===== src/design/brp_pkg.sv =====
package brp_pkg;

  localparam int QueueDepth = 4;

  localparam int WordW    = 16;
  localparam int AddrW    = 32;
  localparam int BaseW    = 64;
  localparam int OffsetW  = 12;
  localparam int EntriesW = 31;
  localparam int CfgIdxW  = 2;

  localparam logic [3:0]       TypeNarrow = 4'h3;
  localparam logic [3:0]       TypeWide   = 4'hA;
  localparam logic [AddrW-1:0] HeaderSize = 32'd8;

  localparam logic [1:0] StPatch     = 2'd0;
  localparam logic [1:0] StEnd       = 2'd1;
  localparam logic [1:0] StMalformed = 2'd2;

  localparam logic [CfgIdxW-1:0] CfgOldBase = 2'd0;
  localparam logic [CfgIdxW-1:0] CfgNewBase = 2'd1;

  typedef enum logic [2:0] {
    PH_PAGE_LO = 3'd0,
    PH_PAGE_HI = 3'd1,
    PH_SIZE_LO = 3'd2,
    PH_SIZE_HI = 3'd3,
    PH_ENTRY   = 3'd4,
    PH_STOP    = 3'd5
  } phase_t;

  typedef struct packed {
    logic [1:0]         status;
    logic [AddrW-1:0]   page;
    logic [OffsetW-1:0] offset;
    logic               wide;
  } q_entry_t;

endpackage


===== src/design/base_relocation_parser.sv =====
// Relocation directory parser: takes one 16-bit directory word per cycle
// while its queue is not full and emits a patch request for each type 3 or
// type 10 entry, a directory-end beat on a zero page address, or a malformed
// beat on a bad block size, then ignores words until reset. Each result is
// pushed into a queue of QUEUE_DEPTH entries, which sits between the word
// parser and the output register; dir words stall only while it is full.
module base_relocation_parser #(
  parameter int QUEUE_DEPTH = brp_pkg::QueueDepth
) (
  input  logic                          clk,
  input  logic                          rst,
  input  logic                          cfg_write_en,
  input  logic [brp_pkg::CfgIdxW-1:0]   cfg_index,
  input  logic [brp_pkg::BaseW-1:0]     cfg_data,
  input  logic                          in_valid,
  output logic                          in_stall,
  input  logic [brp_pkg::WordW-1:0]     dir_word,
  output logic                          out_valid,
  input  logic                          out_stall,
  output logic [1:0]                    status,
  output logic [brp_pkg::AddrW-1:0]     patch_offset,
  output logic                          patch_wide,
  output logic [brp_pkg::BaseW-1:0]     base_delta
);

  logic              q_full;
  logic              q_push;
  logic              q_pop;
  logic              q_not_empty;
  brp_pkg::q_entry_t q_wr_data;
  brp_pkg::q_entry_t q_rd_data;

  brp_front u_front (
    .clk      (clk),
    .rst      (rst),
    .in_valid (in_valid),
    .in_stall (in_stall),
    .dir_word (dir_word),
    .q_full   (q_full),
    .q_push   (q_push),
    .q_data   (q_wr_data)
  );

  brp_queue #(
    .DEPTH (QUEUE_DEPTH)
  ) u_queue (
    .clk       (clk),
    .rst       (rst),
    .push      (q_push),
    .push_data (q_wr_data),
    .full      (q_full),
    .pop       (q_pop),
    .not_empty (q_not_empty),
    .pop_data  (q_rd_data)
  );

  brp_back u_back (
    .clk          (clk),
    .rst          (rst),
    .cfg_write_en (cfg_write_en),
    .cfg_index    (cfg_index),
    .cfg_data     (cfg_data),
    .q_not_empty  (q_not_empty),
    .q_data       (q_rd_data),
    .q_pop        (q_pop),
    .out_valid    (out_valid),
    .out_stall    (out_stall),
    .status       (status),
    .patch_offset (patch_offset),
    .patch_wide   (patch_wide),
    .base_delta   (base_delta)
  );

endmodule


===== src/design/brp_front.sv =====
module brp_front (
  input  logic                            clk,
  input  logic                            rst,
  input  logic                            in_valid,
  output logic                            in_stall,
  input  logic [brp_pkg::WordW-1:0]       dir_word,
  input  logic                            q_full,
  output logic                            q_push,
  output brp_pkg::q_entry_t               q_data
);

  brp_pkg::phase_t phase;
  brp_pkg::phase_t phase_next;
  brp_pkg::phase_t phase_step;

  logic [brp_pkg::WordW-1:0]    low_half;
  logic [brp_pkg::AddrW-1:0]    page_addr;
  logic [brp_pkg::EntriesW-1:0] entries_left;

  logic                         accept;
  logic [brp_pkg::AddrW-1:0]    joined;
  logic                         malformed;
  logic [brp_pkg::AddrW-1:0]    size_body;
  logic [brp_pkg::EntriesW-1:0] size_entries;
  logic [brp_pkg::EntriesW-1:0] entries_dec;
  logic [3:0]                   entry_type;
  logic                         type_hit;

  assign in_stall     = q_full;
  assign accept       = in_valid && !q_full;
  assign joined       = {dir_word, low_half};
  assign malformed    = (joined < brp_pkg::HeaderSize) || joined[0];
  assign size_body    = joined - brp_pkg::HeaderSize;
  assign size_entries = size_body[brp_pkg::AddrW-1:1];
  assign entries_dec  = entries_left - brp_pkg::EntriesW'(1);
  assign entry_type   = dir_word[brp_pkg::WordW-1:brp_pkg::WordW-4];
  assign type_hit     = (entry_type == brp_pkg::TypeNarrow) ||
                        (entry_type == brp_pkg::TypeWide);

  // next state
  always_comb begin
    case (phase)
      brp_pkg::PH_PAGE_LO: phase_step = brp_pkg::PH_PAGE_HI;
      brp_pkg::PH_PAGE_HI: begin
        phase_step = (joined == '0) ? brp_pkg::PH_STOP : brp_pkg::PH_SIZE_LO;
      end
      brp_pkg::PH_SIZE_LO: phase_step = brp_pkg::PH_SIZE_HI;
      brp_pkg::PH_SIZE_HI: begin
        if (malformed) begin
          phase_step = brp_pkg::PH_STOP;
        end else if (size_entries == '0) begin
          phase_step = brp_pkg::PH_PAGE_LO;
        end else begin
          phase_step = brp_pkg::PH_ENTRY;
        end
      end
      brp_pkg::PH_ENTRY: begin
        phase_step = (entries_dec == '0) ? brp_pkg::PH_PAGE_LO : brp_pkg::PH_ENTRY;
      end
      default: phase_step = brp_pkg::PH_STOP;
    endcase
    phase_next = accept ? phase_step : phase;
  end

  // outputs
  always_comb begin
    q_push        = 1'b0;
    q_data.status = brp_pkg::StPatch;
    q_data.page   = page_addr;
    q_data.offset = dir_word[brp_pkg::OffsetW-1:0];
    q_data.wide   = (entry_type == brp_pkg::TypeWide);
    case (phase)
      brp_pkg::PH_PAGE_HI: begin
        q_push        = accept && (joined == '0);
        q_data.status = brp_pkg::StEnd;
      end
      brp_pkg::PH_SIZE_HI: begin
        q_push        = accept && malformed;
        q_data.status = brp_pkg::StMalformed;
      end
      brp_pkg::PH_ENTRY: begin
        q_push        = accept && type_hit;
        q_data.status = brp_pkg::StPatch;
      end
      default: q_push = 1'b0;
    endcase
  end

  always_ff @(posedge clk) begin
    if (rst) begin
      phase        <= brp_pkg::PH_PAGE_LO;
      low_half     <= '0;
      page_addr    <= '0;
      entries_left <= '0;
    end else begin
      phase <= phase_next;
      if (accept) begin
        case (phase)
          brp_pkg::PH_PAGE_LO: low_half     <= dir_word;
          brp_pkg::PH_PAGE_HI: page_addr    <= joined;
          brp_pkg::PH_SIZE_LO: low_half     <= dir_word;
          brp_pkg::PH_SIZE_HI: entries_left <= size_entries;
          brp_pkg::PH_ENTRY:   entries_left <= entries_dec;
          default:             low_half     <= low_half;
        endcase
      end
    end
  end

endmodule


===== src/design/brp_queue.sv =====
module brp_queue #(
  parameter int DEPTH = brp_pkg::QueueDepth
) (
  input  logic              clk,
  input  logic              rst,
  input  logic              push,
  input  brp_pkg::q_entry_t push_data,
  output logic              full,
  input  logic              pop,
  output logic              not_empty,
  output brp_pkg::q_entry_t pop_data
);

  localparam int PtrW = (DEPTH > 1) ? $clog2(DEPTH) : 1;
  localparam int CntW = $clog2(DEPTH + 1);

  brp_pkg::q_entry_t slots [DEPTH];

  logic [PtrW-1:0] wr_ptr;
  logic [PtrW-1:0] rd_ptr;
  logic [CntW-1:0] count;
  logic            do_push;
  logic            do_pop;

  assign full      = (count == CntW'(DEPTH));
  assign not_empty = (count != '0);
  assign do_push   = push && !full;
  assign do_pop    = pop && not_empty;
  assign pop_data  = slots[rd_ptr];

  always_ff @(posedge clk) begin
    if (do_push) begin
      slots[wr_ptr] <= push_data;
    end
  end

  always_ff @(posedge clk) begin
    if (rst) begin
      wr_ptr <= '0;
      rd_ptr <= '0;
      count  <= '0;
    end else begin
      if (do_push) begin
        wr_ptr <= (wr_ptr == PtrW'(DEPTH - 1)) ? '0 : wr_ptr + PtrW'(1);
      end
      if (do_pop) begin
        rd_ptr <= (rd_ptr == PtrW'(DEPTH - 1)) ? '0 : rd_ptr + PtrW'(1);
      end
      case ({do_push, do_pop})
        2'b10:   count <= count + CntW'(1);
        2'b01:   count <= count - CntW'(1);
        default: count <= count;
      endcase
    end
  end

endmodule


===== src/design/brp_back.sv =====
module brp_back (
  input  logic                          clk,
  input  logic                          rst,
  input  logic                          cfg_write_en,
  input  logic [brp_pkg::CfgIdxW-1:0]   cfg_index,
  input  logic [brp_pkg::BaseW-1:0]     cfg_data,
  input  logic                          q_not_empty,
  input  brp_pkg::q_entry_t             q_data,
  output logic                          q_pop,
  output logic                          out_valid,
  input  logic                          out_stall,
  output logic [1:0]                    status,
  output logic [brp_pkg::AddrW-1:0]     patch_offset,
  output logic                          patch_wide,
  output logic [brp_pkg::BaseW-1:0]     base_delta
);

  logic [brp_pkg::BaseW-1:0] old_base;
  logic [brp_pkg::BaseW-1:0] new_base;
  logic                      is_patch;

  assign q_pop    = q_not_empty && (!out_valid || !out_stall);
  assign is_patch = (q_data.status == brp_pkg::StPatch);

  always_ff @(posedge clk) begin
    if (rst) begin
      old_base <= '0;
      new_base <= '0;
    end else if (cfg_write_en) begin
      case (cfg_index)
        brp_pkg::CfgOldBase: old_base <= cfg_data;
        brp_pkg::CfgNewBase: new_base <= cfg_data;
        default:             old_base <= old_base;
      endcase
    end
  end

  always_ff @(posedge clk) begin
    if (rst) begin
      out_valid <= 1'b0;
    end else begin
      out_valid <= q_pop || (out_valid && out_stall);
    end
  end

  always_ff @(posedge clk) begin
    if (q_pop) begin
      status <= q_data.status;
      if (is_patch) begin
        patch_offset <= q_data.page + brp_pkg::AddrW'(q_data.offset);
        patch_wide   <= q_data.wide;
        base_delta   <= new_base - old_base;
      end else begin
        patch_offset <= '0;
        patch_wide   <= 1'b0;
        base_delta   <= '0;
      end
    end
  end

endmodule


===== config.mk =====
export PLATFORM = sky130hd
export DESIGN_NAME = base_relocation_parser
export DESIGN_NICKNAME = d
export VERILOG_FILES = /design/src/design/brp_pkg.sv /design/src/design/base_relocation_parser.sv /design/src/design/brp_front.sv /design/src/design/brp_queue.sv /design/src/design/brp_back.sv
export SDC_FILE = /design/constraint.sdc
export NUM_CORES = 1
export LEC_CHECK = 0
export BUFFER_PORTS_ARGS = -buffer_cell sky130_fd_sc_hd__buf_2
export CAP_MARGIN = 20
export CORE_MARGIN = 2
export CORE_UTILIZATION = 45
export CTS_CLUSTER_DIAMETER = 40
export DETAILED_ROUTE_END_ITERATION = 10
export GPL_TIMING_DRIVEN = 0
export PLACE_DENSITY_LB_ADDON = 0.2
export SLEW_MARGIN = 20
export SYNTH_ARGS = -nofsm -noshare
export SYNTH_HDL_FRONTEND = slang
export SYNTH_SLANG_ARGS = --single-unit

===== constraint.sdc =====
create_clock -name clk -period 11.9 [get_ports clk]
set_input_delay 2.38 -clock clk [delete_from_list [all_inputs] [get_ports clk]]
set_output_delay 2.38 -clock clk [all_outputs]
set_load 0.02 [all_outputs]

==> impl_results.md <==
- Cell count of the worst hold path: 2
- Final hold viol count: 0
- Hold path endpoint: u_back.old_base[14]$_SDFFE_PP0P_
- Via Count: 19,213
- Register bit count reported by yosys: 507
- Endpoints failing setup: 0
- WS Path Type: reg -> reg
- Post-synth top flop: edfxtp_1
- Clock Sinks: 507
- Initial antenna violation count: 2
- Die Span X: 236.7 um
- TNS Setup: 0 ns
- CTS tree: done
- Setup WS post-layout: 5.771 ns
- Synth area leaders: edfxtp_1 35%, dfxtp_1 18%, nand2_1 7.2%
- Max clock buf depth: 3
- Post-Syn Area: 24,370 sq um
- Clock Skew: 0.02056 ns
- Drt wl/cell: 18.89 um
- Area leader, netlist: edfxtp_1
- Post-route non-filler standard cell count: 3,502
- PostCTS Resize Cnt: 0
- Synth unique cells: 70
- Post-layout net count: 2,914
- Initial Util: 45.38%
- Std cell rows: 85
- Period utilization: 51.50%
- Cell count after synthesis: 2,465
- Clk root buf: clkbuf_16
- Unrepaired setup endpoints after global routing: false
- Die area: 56,040 sq um
- Grt total ovfl: 0
- Peak supply drop: 0.1139 mV
- Post-CTS setup buffer count: 0
- Pre-CTS WS: 5.679 ns
- Placeable Area: 53,710 sq um
- Least-Margin Pin Slew: 0.9983 ns
- Share of cells above drive strength 1: 14.41%
- Post-synth EDFFs: 287
- DR vias/cell: 5.486
- Arrival @ worst endpoint: 6.56 ns
- Area grow syn2layout: 19.52%
- Detailed placement HPWL: 48.48 mm
- Synth top area share: 35.36%
- TritonRoute pass-1 iters: 8
- Critical Path Fanout Max: 10
- Syn_nets: 2,640
- Worst skew pair latency: 0.61 ns
- Synth warn: 0
- Sequential area share after synthesis: 53.43%
- Largest net degree at the start of global routing: 29
- First-pass GRT wire length: 102.9 mm
- H-tree depth reported by CTS: 3
- Syn Area/Cell: 9.888 sq um
- Iter 0 DRT Violations: 1,442
- Setup crit end kind: flop
- Design area: 29,130 sq um
- Status: finished clean
- DRC Markers: 0
- LEAKAGE: 10.97 nW
- R2r worst-path depth: 16
- Routability cong.: 0.9432
- Crit path time final: 6.129 ns
- Required @ worst endpoint: 12.33 ns
- Worst Hold Launch: u_back.old_base[14]$_SDFFE_PP0P_
- Startpoint Class: flop
- FF-to-FF End: u_back.patch_offset[26]$_SDFFCE_PP0P_
- Total Routing Usage GR: 23.43%
- Count of hold-fix buffers inserted at cts: 0
- Dpl cell area: 26,400 sq um
- Placed cells: 3,355
- Number of global-route vias before repair: 18,912
- Max Slew Vio Count: 0
- Reg clk slew, reported paths: 0.05 ns
- R2r setup slk: 5.77 ns
- Max_slew headroom: 33.44%
- CTS buffer count: 78
- Routed WL: 66.16 mm
- Num ports: 188
- Count of port buffers added during placement: 185
- Fmax: 163.2 MHz
- Pwr/cell area: 230.7 nW/um^2
- Die height: 236.7 um
- Ys async rst share: 0%
- HP Class: reg -> reg
- Remaining antenna violation count: 0
- Max-Cap Viols: 0
## Yosys cell counts (4+ instances only)
cell type and n:
nand3b_1 13, o21bai_1 16, a211oi_1 13, a21oi_1 312, or2_2 4, or4_1 7, nor3b_1 9, dfxtp_1 220
inv_1 112, a31oi_1 13, or3_1 20, and3_1 15, nor2_1 191, nor2b_1 15, xor2_1 47, ha_1 85
nand2b_1 13, mux2i_1 5, clkbuf_1 127, buf_1 5, nand3_1 29, nor3_1 53, o21ai_0 93, o22ai_1 8
nand2_1 466, nand4_1 20, and4_1 6, o211ai_1 5, o21a_1 9, o31ai_1 6, a21boi_0 6, edfxtp_1 287
nor4_1 13, and2_1 19, a41oi_1 6, xnor2_1 59, o32ai_1 4, a22oi_1 6, mux4_2 47, a21o_1 40
a31o_2 4
## cell type report
| cell class | instances | area (sq um) |
|---|---|---|
| Multi-Input combinational cell | 1712 | 10450 |
| Antenna cell | 3 | 7.507 |
| Tap cell | 696 | 870.8 |
| Clock buffer | 92 | 2140 |
| Clock inverter | 52 | 581.8 |
| Buffer | 134 | 505.5 |
| Inverter | 112 | 420.4 |
| Fill cell | 4782 | 24570 |
| Sequential cell | 507 | 13020 |
| Timing Repair Buffer | 194 | 1131 |
## registers in the layout, indices dropped and copies added, names as in the netlist, 16 cells and up, named ones only
register and count:
u_back.base_delta 64, u_back.new_base 64, u_back.old_base 64, u_back.patch_offset 32, u_front.entries_left 31, u_front.low_half 16, u_front.page_addr 32, u_queue.slots 188
## worst max path at each step
stage               from                                     to  slack, ns  cells after the start
4_1_cts             flop  u_back.patch_offset[30]$_SDFFCE_PP0P_       5.60                     17
2_1_floorplan  out_stall          u_queue.count[2]$_SDFFE_PP0P_       2.83                      7
3_5_place_dp        flop  u_back.patch_offset[30]$_SDFFCE_PP0P_       5.68                     17
5_1_grt             flop  u_back.patch_offset[26]$_SDFFCE_PP0P_       5.24                     16
3_3_place_gp   out_stall          u_queue.count[2]$_SDFFE_PP0P_       0.39                      8
6_report            flop  u_back.patch_offset[26]$_SDFFCE_PP0P_       5.77                     16
## per-stage QoR
step                      util [%]  power [mW]  hold WS [ns]
after floorplan                  -       3.743        0.4363
after detailed placement     49.15       4.425        0.4472
final                        54.24       6.722        0.4519
after CTS                    54.22       6.766        0.4538
after global routing         54.23       7.038        0.4670
after global placement       48.73       4.393        0.4428
## worst max-delay path, stage by stage (launching register included)
cell and delay, ns:
dfxtp_1 0.37, buf_2 0.38, buf_1 0.66, buf_2 0.46, buf_1 0.71, mux4_2 0.64
ha_1 0.34, nor2b_1 0.18, o21ai_0 0.13, a21boi_0 0.25, o21ai_0 0.15, a21boi_0 0.35
o21bai_1 0.15, a31o_2 0.31, nand2b_1 0.27, or3_1 0.40, a21oi_1 0.19
## per-layer routing
metal	wire, um	global-route usage (%)	vias to the layer above
met3	3508	4.034	122
li1	-	-	9271
met2	32780	41.14	555
met4	1914	8.170	2
met1	27950	29.10	9263
met5	7	0	-
## power by group
group          internal (mW)  leakage, nW  switching [mW]  total [mW]
sequential              2.18         4.54           0.120        2.30
clock                   1.45         1.32           0.878        2.33
combinational          0.754         5.12            1.34        2.09
## placed cells by master, fill, tap and decap left out, types with 15 or more instances in the layout
cell,count
xor2_1,47
clkbuf_1,132
xnor2_1,59
nand4_1,20
nor3_1,53
buf_2,187
or3_1,20
nor2b_1,15
o21ai_0,93
and3_1,15
a21o_1,40
nand2_1,466
ha_1,85
dfxtp_1,220
o21bai_1,16
edfxtp_1,287
nand3_1,29
clkbuf_16,82
inv_1,112
a21oi_1,311
nor2_1,191
mux4_2,47
and2_1,15
## cells by family (layout without fill, tap and decap cells)
kind of cell / after synthesis / in the layout / synth area share (%)
flip-flops: 507 / 507 / 53.43
AO/OA/AOI/OAI: 558 / 558 / 13.15
adder cells (fa/ha/maj): 88 / 88 / 4.610
XOR/XNOR: 106 / 106 / 3.809
multiplexers: 53 / 53 / 4.594
AND/OR/NAND/NOR: 907 / 907 / 16.61
buffers and inverters: 246 / 584 / 3.799
other: 0 / 3 / 0
(Power assumes the default switching activity.)
